File: config.mk
export PLATFORM = sky130hd
export DESIGN_NAME = dmwsc_ram
export DESIGN_NICKNAME = d
export VERILOG_FILES = /design/src/dmwsc_ram.sv
export SDC_FILE = /design/constraint.sdc
export NUM_CORES = 1
export LEC_CHECK = 0
export BUFFER_PORTS_ARGS = -buffer_cell sky130_fd_sc_hd__buf_2
export CELL_PAD_IN_SITES_DETAIL_PLACEMENT = 1
export CELL_PAD_IN_SITES_GLOBAL_PLACEMENT = 2
export CORE_MARGIN = 1.5
export CORE_UTILIZATION = 35
export DETAILED_ROUTE_END_ITERATION = 6
export GPL_TIMING_DRIVEN = 1
export PLACE_DENSITY_LB_ADDON = 0.2
export SYNTH_ARGS = -nofsm -noshare
export SYNTH_HDL_FRONTEND = slang
export SYNTH_SLANG_ARGS = --single-unit
File: constraint.sdc
create_clock -name clk -period 4.4 [get_ports clk]
set_input_delay 0.44 -clock clk [delete_from_list [all_inputs] [get_ports clk]]
set_output_delay 0.44 -clock clk [all_outputs]
set_load 0.01 [all_outputs]
File: src/dmwsc_ram.sv
module dmwsc_ram #(
    parameter int WIDTH = 8,
    parameter int DEPTH = 16
) (
    input  logic                     clk,
    input  logic                     we,
    input  logic [$clog2(DEPTH)-1:0] waddr,
    input  logic [WIDTH-1:0]         wdata,
    input  logic                     re,
    input  logic [$clog2(DEPTH)-1:0] raddr,
    output logic [WIDTH-1:0]         rdata
);

    logic [WIDTH-1:0] mem [DEPTH];

    // Write port and registered read port
    always_ff @(posedge clk)
    begin
        if (we)
        begin
            mem[waddr] <= wdata;
        end
        if (re)
        begin
            rdata <= mem[raddr];
        end
    end

endmodule

# Word-level counts from Yosys, hierarchy flattened

Memories as Yosys holds them, arrays and structs flattened. A register that Yosys moved wholly into a read port is not among the register bits.
Cells that the tools add are included.

Muxes and demuxes: 2

Operators by type and width:

| operator | number |
|---|---|
| $mux 1   | 2 |

Register bits: 0
Bits in writable memories: 128
Bits of input ports: 19
Output and inout port bits: 8
Word-level logic and storage cells: 3
Memories: 1

Memory list:

| memory | words | width | read ports | clocked after memory_dff | wr ports | line | text |
|---|---|---|---|---|---|---|---|
| mem    | 16    | 8     | 1          | 1                        | 1        | 14   | `logic [WIDTH-1:0] mem [DEPTH];` |

# Logic depth before layout (Yosys ltp)

Gate-level depths: netlist of the first run.

Word-level depth: 2
Depth in mapped cells: 5
Gate-level depth less buffers: 3

# Worst setup path before layout of the first run

Ideal clock, no wire load.

Kind: input port to flip-flop
Start point: input port waddr[2]
End point: memory mem[0][0], enable pin
Setup time: 0.383 ns
Arrival time: 1.550 ns
Required time: 4.017 ns
Slack: 2.467 ns
Stages on the path: 2
Buffers on the path: 0
Path through: or3b_2 -> nor3_1

RTL lines:

| item            | line | text |
|---|---|---|
| start, declared | 7    | `input logic [$clog2(DEPTH)-1:0] waddr,` |
| end, declared   | 14   |  |

Straight into the memory's write port.

==> results of run 1 <==
## layout by cell type, fill, tap and decap left out
cell,instances
mux4_2,18
and2b_1,1
nor3_1,4
nor2_1,13
nand3b_1,2
clkinv_1,5
edfxtp_1,136
bufinv_16,3
clkbuf_1,2
or3b_2,1
clkbuf_16,17
nor2b_1,1
clkinvlp_4,2
a22oi_1,16
nand2_1,9
nand2b_1,2
buf_4,6
clkinv_2,2
nand3_1,1
and2_1,1
mux4_1,14
buf_2,26
## worst paths after layout
| kind | start | end | slack (ns) | cells after the start |
|---|---|---|---|---|
| hold / removal | re | rdata[7] | 0.40 | 1 |
| hold reg to reg | mem[12][2] | rdata[2] | 0.75 | 3 |
| setup / recovery | raddr[0] | rdata[5] | 2.31 | 5 |
| setup reg to reg | mem[9][1] | rdata[1] | 2.89 | 3 |
## worst reg2reg max path, stage by stage (launching register included)
cell and delay [ns]:
edfxtp_1 0.35, mux4_1 0.51, a22oi_1 0.30, nand2_1 0.08
## Yosys cell counts, drive strengths merged
library cell   count
nor2b              1
mux4              32
nand3              1
nand2              9
buf                7
and2               1
and2b              1
edfxtp           136
or3b               1
clkdlybuf4s25      3
a22oi             16
nand2b             2
nand3b             2
nor2              13
nor3               4
## flip-flops by register name, summed over array words and instances (netlist names)
signal  count
mem       128
rdata       8
## metrics by stage
stage | setup slack, ns | hold WS, ns | utilization, %
6_report | 2.306 | 0.4044 | 42.06
5_1_grt | 2.181 | 0.4006 | 42.06
4_1_cts | 2.244 | 0.3916 | 42.06
3_5_place_dp | 1.814 | 0.7446 | 38.16
3_3_place_gp | 1.872 | 0.7267 | 38.16
2_1_floorplan | 2.467 | 0.5389 | -
## power by group
part	total, mW	internal (mW)	switching, mW
logic	0.130	0.0521	0.0778
clock network	1.37	0.875	0.496
registers	1.47	1.46	0.00844
total	2.97	2.39	0.582
## cell type report
class / count / area [um2] / area share (%)
clock buffers: 19 / 432.9 / 7.081
clock inverters: 12 / 133.9 / 2.190
multi-input cells: 83 / 1057 / 17.29
flip-flops and latches: 136 / 4084 / 66.80
well taps: 184 / 230.2 / 3.766
repair buffers: 32 / 175.2 / 2.865
## routing by layer
layer | vias to the layer above | routed length, um | global-route usage [%] | share of wire (%)
met5 | - | 0 | 0 | 0
met4 | 0 | 76 | 5.414 | 0.69
met3 | 5 | 424 | 3.766 | 3.8
met2 | 56 | 5462 | 23.27 | 49
met1 | 1258 | 5125 | 20.73 | 46
li1 | 1061 | - | - | -
## logic make-up after synthesis
logic type / Yosys count
flip-flops: 136
multiplexers: 32
AND/OR/NAND/NOR: 35
buffers and inverters: 10
AO/OA/AOI/OAI: 16
==> summary.md, run 1 <==
| Metric | Value |
|---|---|
| Outcome | finished clean |
| Crit-path max cell delay | 0.60 ns |
| GRT Total Usage | 15.01% |
| Fin cells | 466 |
| Final Setup Violations | 0 |
| Port bufs | 26 |
| Die ar. | 0.01568 mm2 |
| Die Ht | 125.2 um |
| Placed inst area | 0.005547 mm2 |
| Finished Cell Area | 0.006113 mm2 |
| Antenna Nets Post-Route | 0 |
| Largest net degree at the start of global routing | 33 |
| Cells after Synth | 229 |
| Post-Syn Area | 0.005228 mm2 |
| Max H-tree Level | 4 |
| Root buffer cell | clkbuf_16 |
| Slew Viols, Final | 0 |
| Final worst-path cycle share | 47.58% |
| Min Clock Period, post-route | 2.094 ns |
| XOR/XNOR share of the synthesized area | 0% |
| Synth Area in Adders | 0% |
| Postcts setup bufs | 0 |
| Pleak | 2.010 nW |
| Worst Max-Slew Pin Slew | 1.058 ns |
| Post-route DRC | 0 |
| Register area share after synthesis | 78.12% |
| Overflow after GRT | 0 |
| Yosys reg bits | 136 |
| I/O pin cnt | 27 |
| Crit Path Category | primary input to flop |
| Post-Synth Simple-Gate Area | 3.135% |
| Area growth from synthesis to final layout | 16.95% |
| First-pass DRT Iterations | 4 |
| Post-synthesis compound-gate area fraction | 2.298% |
| Clock sink total | 136 |
| Type of origin of the critical path | primary input |
| Synth area leader | edfxtp_1 |
| Critical path's top delay family | buffers and inverters |
| Clk_skew | 0.006592 ns |
| Data required, critical path | 4.55 ns |
| Layout Nets | 289 |
| RSZ-0062 raised after global routing | false |
| Clk slew on worst S/H paths | 0.06 ns |
| Fillcell total | 1381 |
| Cell Rows | 44 |
| Post-Route WL | 11090 um |
| CTS tree | done |
| CP cell instances | buf_2 > buf_4 > mux4_1 > a22oi_1 > nand2_1 |
| Class of the worst hold path | primary input to flop |
| Syn_nets | 248 |
| Slew HR | 29.24% |
| Synth cell types | 18 |
| Worst path bufs/invs | 2 |
| DR vias | 2380 |
| Achievable clock frequency | 477.6 MHz |
| Die width | 125.2 um |
| Critical Path AT | 2.24 ns |
| Via density | 5.107 |
| Syn Area/Cell | 22.83 um2 |
| Layout cells sized above 1 | 26.60% |
| DRT iter0 DRCs | 310 |
| Fin Setup TNS | 0 ns |
| Worst VDD drop | 0.2398 mV |
| Insertion delay to the later sink of the worst-skew pair | 0.40 ns |
| Initial Util | 35.97% |
| CP endpoint kind | flop |
| Number of buffers created by CTS | 17 |
| Global-route wire length before repair | 16710 um |
| Maximum fanout along the worst path | 23 |
| Post-cts resize count | 0 |
| CP max stage cell | buf_2 |
| Synth Warn # | 0 |
| Pwr dens | 485.9 mW/mm2 |
| Initial antenna violation count | 0 |
| Antenna diode count | 0 |
| Share of the synthesized area in the top cell type | 78.12% |
| GPL Wtd Cong | 0.7050 |
| Final Power | 2.970 mW |
| Maxcap violations | 0 |
| Main combinational cell family by area after synthesis | multiplexers |
| Routed length per placed instance | 23.79 um |
| Post-synthesis mux area share | 14.79% |
| Vias in the first global route | 2615 |
| Placed cell count | 435 |
| Longest Clk Path Bufs | 2 |
| Area contributors post-synth | edfxtp_1 (78%), mux4_2 (7.8%), mux4_1 (7.0%) |
| Final hold vios | 0 |
| Hold-fix buffers, CTS | 0 |
| CORE AREA | 0.01453 mm2 |
| Hpwl dp | 6864 um |
Note: power is estimated with default switching activity, not from simulation.
==> run 2: changes to the inputs <==
--- a/config.mk
+++ b/config.mk
@@ -5,6 +5,7 @@
 export SDC_FILE = /design/constraint.sdc
 export NUM_CORES = 1
 export LEC_CHECK = 0
+export ABC_AREA = 1
 export BUFFER_PORTS_ARGS = -buffer_cell sky130_fd_sc_hd__buf_2
 export CELL_PAD_IN_SITES_DETAIL_PLACEMENT = 1
 export CELL_PAD_IN_SITES_GLOBAL_PLACEMENT = 2
==> constraint.sdc (replaced) <==
create_clock -name clk -period 2.19 [get_ports clk]
set_input_delay 0.219 -clock clk [delete_from_list [all_inputs] [get_ports clk]]
set_output_delay 0.219 -clock clk [all_outputs]
set_load 0.01 [all_outputs]
==> run 2 against run 1 <==
Synthesized area increased by 12%. Sequential share of layout area decreased by 7.8 points. Global-route usage increased by 4.3 points. Critical path type is now flop to output port. Highest routed layer unchanged.
==> summary.md, run 2 <==
| Metric | Value |
|---|---|
| Via density | 4.706 (-7.9%) |
| Pwr dens | 902.7 mW/mm2 (+86%) |
| Slew Viols, Final | 0 (unchanged) |
| Maximum fanout along the worst path | 1 (-96%) |
| Hold-critical path depth | 1 (unchanged) |
| Post-Route WL | 15850 um (+43%) |
| Data required, critical path | 1.97 ns (-2.58 ns) |
| Hpwl dp | 9856 um (+44%) |
| DRT iter0 DRCs | 323 (+4.2%) |
| Async SR Flop Fraction | 0% (unchanged) |
| Final worst-path cycle share | 59.07% |
| Critical Path AT | 1.07 ns (-1.17 ns) |
| Max FFs per register | 128 (unchanged) |
| Commonest cells in the netlist | nand2_1 (173), edfxtp_1 (136), inv_1 (100), nand3_1 (97), nor2_1 (17) |
| Die width | 132.3 um (+5.6%) |
| I/O pin cnt | 27 (unchanged) |
| Area contributors post-synth | edfxtp_1 (70%), nand2_1 (11%), nand3_1 (8.3%) |
| Post-cts resize count | 0 (unchanged) |
| Final Power | 6.246 mW (+110%) |
| Layout Nets | 618 (+110%) |
| Maxcap violations | 0 (unchanged) |
| Worst VDD drop | 0.6043 mV (+150%) |
| Port bufs | 26 (unchanged) |
| Final hold vios | 0 (unchanged) |
| Post-Place Setup Slack | 0.5820 ns (-1.232 ns) |
| Achievable clock frequency | 773.1 MHz |
| Clk_skew | 0.005776 ns (-0.0008162 ns) |
| Max H-tree Level | 4 (unchanged) |
| Number of enable flip-flop cells after synthesis | 136 (unchanged) |
| Worst Max-Slew Pin Slew | 0.6829 ns (-0.3747 ns) |
| Root buffer cell | clkbuf_16 |
| Synth area leader | edfxtp_1 |
| CORE AREA | 0.01647 mm2 (+13%) |
| Syn_nets | 570 (+130%) |
| Global-route wire length before repair | 24330 um (+46%) |
| RSZ-0062 raised after global routing | false |
| R2R Path Start | mem[0][3] |
| Worst R2R Setup Slack | 1.05 ns (-1.84 ns) |
| Critical path's top delay family | flip-flops |
| Hold path start | wdata[7] |
| Synth cell types | 11 (-7) |
| Post-route DRC | 0 (unchanged) |
| Largest net degree at the start of global routing | 40 (+21%) |
| Placed cell count | 800 (+84%) |
| Share of the synthesized area in the top cell type | 69.85% (-8.3 points) |
| Layout cells sized above 1 | 13.24% (-13 points) |
| Clock sink total | 136 (unchanged) |
| Class of the worst hold path | primary input to flop |
| GRT Total Usage | 19.28% (+4.3 points) |
| Slew HR | 54.41% (+25 points) |
| Antenna diode count | 0 (unchanged) |
| Most common cell after layout, fill and taps aside | nand2_1 |
| Fin cells | 832 (+79%) |
| Clk slew on worst S/H paths | 0.06 ns (about the same) |
| Crit Path Category | flop to output port |
| CTS tree | done |
| Die Ht | 132.3 um (+5.6%) |
| DR vias | 3915 (+64%) |
| R2R cell count | 6 (+3) |
| Routed length per placed instance | 19.05 um (-20%) |
| Placed inst area | 0.006326 mm2 (+14%) |
| CP cell instances | buf_2 |
| Cells after Synth | 551 (+140%) |
| Initial Util | 35.51% (-0.46 points) |
| CP max stage cell | edfxtp_1 |
| Top flop regs | mem x128, rdata x8 |
| Synth Warn # | 0 (unchanged) |
| Area growth from synthesis to final layout | 18.34% |
| Insertion delay to the later sink of the worst-skew pair | 0.42 ns (+0.02 ns) |
| Most numerous cell in the Yosys netlist | nand2_1 |
| Hold Path End | mem[0][7] |
| Postcts setup bufs | 0 (unchanged) |
| Worst path bufs/invs | 1 (-1) |
| Overflow after GRT | 0 (unchanged) |
| Hold-fix buffers, CTS | 0 (unchanged) |
| Outcome | finished clean |
| Longest Clk Path Bufs | 2 (unchanged) |
| Vias in the first global route | 4182 (+60%) |
| Antenna Nets Post-Route | 0 (unchanged) |
| Initial antenna violation count | 0 (unchanged) |
| CP endpoint kind | output port |
| Dominant synthesized flop cell | edfxtp_1 |
| Min Clock Period, post-route | 1.294 ns |
| Largest reg by FF count | mem |
| Crit-path max cell delay | 0.47 ns (-0.13 ns) |
| Pleak | 2.978 nW (+48%) |
| Final Setup Violations | 0 (unchanged) |
| Setup WS post-layout | 0.8965 ns (-1.410 ns) |
| Finished Cell Area | 0.006919 mm2 (+13%) |
| Syn Area/Cell | 10.61 um2 (-54%) |
| Most frequent cells in the layout | nand2_1 (173), edfxtp_1 (136), inv_1 (100), nand3_1 (97), buf_2 (26) |
| R2R Path End | rdata[3] |
| Post-Syn Area | 0.005847 mm2 (+12%) |
| GPL Wtd Cong | 0.7620 (+8.1%) |
| Number of buffers created by CTS | 17 (unchanged) |
| Fin Setup TNS | 0 ns (unchanged) |
| First-pass DRT Iterations | 4 (unchanged) |
| Cell Rows | 47 (+6.8%) |
| Register area share after synthesis | 69.85% (-8.3 points) |
| Type of origin of the critical path | flop |
| Die ar. | 0.01749 mm2 (+12%) |
| Yosys reg bits | 136 (unchanged) |
-- run 2: cell count changes after synthesis, sizes merged, moves of 2 or more --
cell / previous run / this run
clkdlybuf4s25: 3 / 0
nand3: 1 / 97
nand2: 9 / 173
nor2: 13 / 17
a22oi: 16 / 0
inv: 0 / 102
nand2b: 2 / 0
nor3: 4 / 0
buf: 7 / 24
mux4: 32 / 0
-- run 2: cell type report --
class                   instances  area (um2)
multi-input cells             289        1214
clock inverters                12       156.4
well taps                     220       275.3
repair buffers                 53       370.4
inverters                     102       382.9
clock buffers                  20       436.7
fillers                      1848        9547
flip-flops and latches        136        4084
-- run 2: stage by stage --
| stage | hold WS (ns) | util [%] |
|---|---|---|
| 2_1_floorplan | 0.3179 | - |
| 4_1_cts | 0.1878 | 42.02 |
| 3_5_place_dp | 0.6385 | 38.42 |
| 6_report | 0.2002 | 42.02 |
| 5_1_grt | 0.1936 | 42.02 |
| 3_3_place_gp | 0.6295 | 38.42 |
-- run 2: kinds of logic after synthesis --
group                  after synthesis  synth area share (%)
AND/OR/NAND/NOR                    289                 20.76
flip-flops                         136                 69.85
buffers and inverters              126                 9.394
-- run 2: worst max path at each step --
stage / start / slack, ns / end / depth (start not counted)
after detailed placement: raddr[0] / 0.58 / rdata[1] / 7
final: rdata[1] / 0.90 / rdata[1] / 1
after global placement: raddr[0] / 0.61 / rdata[0] / 7
after CTS: rdata[1] / 0.87 / rdata[1] / 1
after floorplan: waddr[2] / 1.02 / mem[10][0] / 2
after global routing: rdata[1] / 0.87 / rdata[1] / 1
-- run 2: power breakdown --
part | switching [mW] | leakage [nW] | internal (mW) | total, mW
Sequential | 0.0213 | 1.24 | 2.93 | 2.96
Combinational | 0.262 | 1.45 | 0.111 | 0.373
Clock | 1.04 | 0.294 | 1.88 | 2.92
Total | 1.32 | 2.98 | 4.93 | 6.25
-- run 2: metal layers --
metal	GRT usage, %	vias up	part of all wire, %
met1	24.50	1943	45
met2	32.14	79	48
li1	-	1876	-
met3	4.344	17	4.4
met5	0	-	0
met4	7.509	0	1.9
==> run 3: changes to the inputs <==
--- a/config.mk
+++ b/config.mk
@@ -5,7 +5,7 @@
 export SDC_FILE = /design/constraint.sdc
 export NUM_CORES = 1
 export LEC_CHECK = 0
-export ABC_AREA = 1
+export ABC_AREA = 0
 export BUFFER_PORTS_ARGS = -buffer_cell sky130_fd_sc_hd__buf_2
 export CELL_PAD_IN_SITES_DETAIL_PLACEMENT = 1
 export CELL_PAD_IN_SITES_GLOBAL_PLACEMENT = 2
==> constraint.sdc (replaced) <==
create_clock -name clk -period 1.1 [get_ports clk]
set_input_delay 0.11 -clock clk [delete_from_list [all_inputs] [get_ports clk]]
set_output_delay 0.11 -clock clk [all_outputs]
set_load 0.01 [all_outputs]
==> run 3 against run 2 <==
The run now ends with setup timing left. Total power grew 92%. Global-route usage decreased by 4.3 points. Cell count is 41% lower. Routed wire length is 31% lower. Critical endpoint is now rdata[4]. Highest routed layer unchanged.
==> summary.md, run 3 (synthesis results as in run 1) <==
| Metric | Value |
|---|---|
| Vias in the first global route | 2706 (-35%) |
| Type of origin of the critical path | flop |
| Overflow after GRT | 0 (unchanged) |
| Top flop regs | mem x128, rdata x8 |
| Via density | 4.990 (+6.0%) |
| Initial Util | 35.97% (+0.46 points) |
| Placed inst area | 0.005872 mm2 (-7.2%) |
| Postcts setup bufs | 0 (unchanged) |
| Clk pwr share | 45.3% (-1.4 points) |
| Outcome | complete, but fails checks |
| Largest reg by FF count | mem |
| Antenna diode count | 0 (unchanged) |
| CTS tree | done |
| Max FFs per register | 128 (unchanged) |
| Finished Cell Area | 0.006505 mm2 (-6.0%) |
| Final Setup Violations | 10 (+10) |
| Most frequent cells in the layout | edfxtp_1 (136), mux4_2 (32), buf_2 (25), buf_4 (25), clkbuf_16 (17) |
| Fin Hold WS | 0.07511 ns (-0.1251 ns) |
| Global-route wire length before repair | 16660 um (-32%) |
| Logic pwr share | 5.6% (-0.4 points) |
| Data required, critical path | 1.25 ns (-0.72 ns) |
| Cell Rows | 44 (-6.4%) |
| Final Util | 44.76% (+2.7 points) |
| DRT iter0 DRCs | 140 (-57%) |
| Die ar. | 0.01568 mm2 (-10%) |
| Seq pwr share | 49.1% (+1.8 points) |
| CP endpoint kind | flop |
| Failing checks | setup timing |
| Fin Setup TNS | -2.283 ns (-2.283 ns) |
| Post-route DRC | 0 (unchanged) |
| GPL Wtd Cong | 0.6771 (-11%) |
| Initial antenna violation count | 0 (unchanged) |
| Min Clock Period, post-route | 1.459 ns |
| Layout Nets | 317 (-49%) |
| Routed length per placed instance | 22.16 um (+16%) |
| Slew HR | 40.95% (-13 points) |
| CORE AREA | 0.01453 mm2 (-12%) |
| Number of buffers created by CTS | 17 (unchanged) |
| Final worst-path cycle share | 132.6% |
| Most common cell after layout, fill and taps aside | edfxtp_1 |
| Insertion delay to the later sink of the worst-skew pair | 0.41 ns (about the same) |
| Pwr dens | 1841 mW/mm2 (+100%) |
| Largest net degree at the start of global routing | 20 (-50%) |
| Final hold vios | 0 (unchanged) |
| Worst R2R Setup Slack | -0.36 ns (-1.41 ns) |
| Class of the worst hold path | primary input to flop |
| First-pass DRT Iterations | 4 (unchanged) |
| Area of the multi-input gates | 0.001119 mm2 (-7.8%) |
| Area growth from synthesis to final layout | 24.44% |
| Sw Pwr | 2.322 mW (+76%) |
| Maximum fanout along the worst path | 1 (unchanged) |
| Antenna Nets Post-Route | 0 (unchanged) |
| I/O pin cnt | 27 (unchanged) |
| Pleak | 2.160 nW (-27%) |
| Clk_skew | 0.006960 ns (+0.001184 ns) |
| Reg area | 0.004084 mm2 (unchanged) |
| Slew Viols, Final | 0 (unchanged) |
| Max H-tree Level | 4 (unchanged) |
| Critical Path AT | 1.60 ns (+0.53 ns) |
| Layout cells sized above 1 | 44.69% (+31 points) |
| Setup WS post-layout | -0.3590 ns (-1.255 ns) |
| Clk slew on worst S/H paths | 0.05 ns (about the same) |
| Worst VDD drop | 1.057 mV (+75%) |
| RSZ-0062 raised after global routing | true |
| Crit Path Category | flop to flop |
| Post-Place Setup Slack | -0.6121 ns (-1.194 ns) |
| DR vias | 2470 (-37%) |
| Maxcap violations | 0 (unchanged) |
| Worst Max-Slew Pin Slew | 0.8840 ns (+0.2011 ns) |
| Longest Clk Path Bufs | 2 (unchanged) |
| Port bufs | 26 (unchanged) |
| Clock sink total | 136 (unchanged) |
| Sw Share | 19.39% (-1.8 points) |
| Post-Route WL | 10970 um (-31%) |
| Die width | 125.2 um (-5.3%) |
| Die Ht | 125.2 um (-5.3%) |
| Pint | 9.652 mW (+96%) |
| Achievable clock frequency | 685.4 MHz |
| Fillcell total | 1373 (-26%) |
| GRT Total Usage | 14.97% (-4.3 points) |
| Root buffer cell | clkbuf_16 |
| Hpwl dp | 7101 um (-28%) |
[run 3: cell types whose count changed in the layout (fill, tap and decap cells not counted), moves of 3 or more]
cell,delta
nor3_2,+3
a22oi_2,+12
buf_12,+6
nand2_1,-165
nand3_1,-96
nor2_1,-7
nor2_4,+3
a22oi_1,+4
mux4_2,+32
inv_1,-100
[run 3: layout make-up]
| type | count | share of cell area (%) |
|---|---|---|
| Tap cell | 184 | 3.539 |
| Clock buffer | 19 | 6.655 |
| Timing Repair Buffer | 60 | 7.751 |
| Clock inverter | 13 | 2.077 |
| Sequential cell | 136 | 62.78 |
| Multi-Input combinational cell | 83 | 17.20 |
[run 3: worst max-delay path: stages, from the launching register on]
cell	delay, ns
edfxtp_1	0.41
mux4_2	0.50
a22oi_2	0.22
nand2_1	0.08
[run 3: through the flow]
step                power, mW  cells
finish                  11.97    495
global route            12.34    495
CTS                     12.08    495
detailed placement      6.630    463
global placement        6.613    463
floorplan               6.313    229
[run 3: routing by layer]
metal	track usage [%]	part of all wire, %	vias up
met1	19.56	46	1309
met4	5.013	1.1	0
met5	0	0	-
met3	3.766	2.7	9
met2	24.65	50	48
li1	-	-	1104
[run 3: repair_timing]
action / 4_1_cts / 5_1_grt
hold endpoints to repair: 0 / 0
setup endpoints to repair: 10 / 11
hold buffers: 0 / 0
resized for setup: 7 / 8
pin swaps: 1 / 1
[run 3: power groups by stage]
stage / combinational (mW) / clock, mW / sequential (mW)
finish: 0.669 / 5.43 / 5.88
global route: 0.727 / 5.73 / 5.89
CTS: 0.665 / 5.54 / 5.88
detailed placement: 0.647 / 0 / 5.98
global placement: 0.637 / 0 / 5.98
floorplan: 0.331 / 0 / 5.98
[run 3: final timing paths]
| check | startpoint | end | cells past startpoint |
|---|---|---|---|
| worst max-delay path | mem[8][4] | rdata[4] | 3 |
| worst min-delay path | re | rdata[3] | 1 |
| worst min register to register | mem[4][3] | rdata[3] | 3 |
| worst max register to register | mem[8][4] | rdata[4] | 3 |
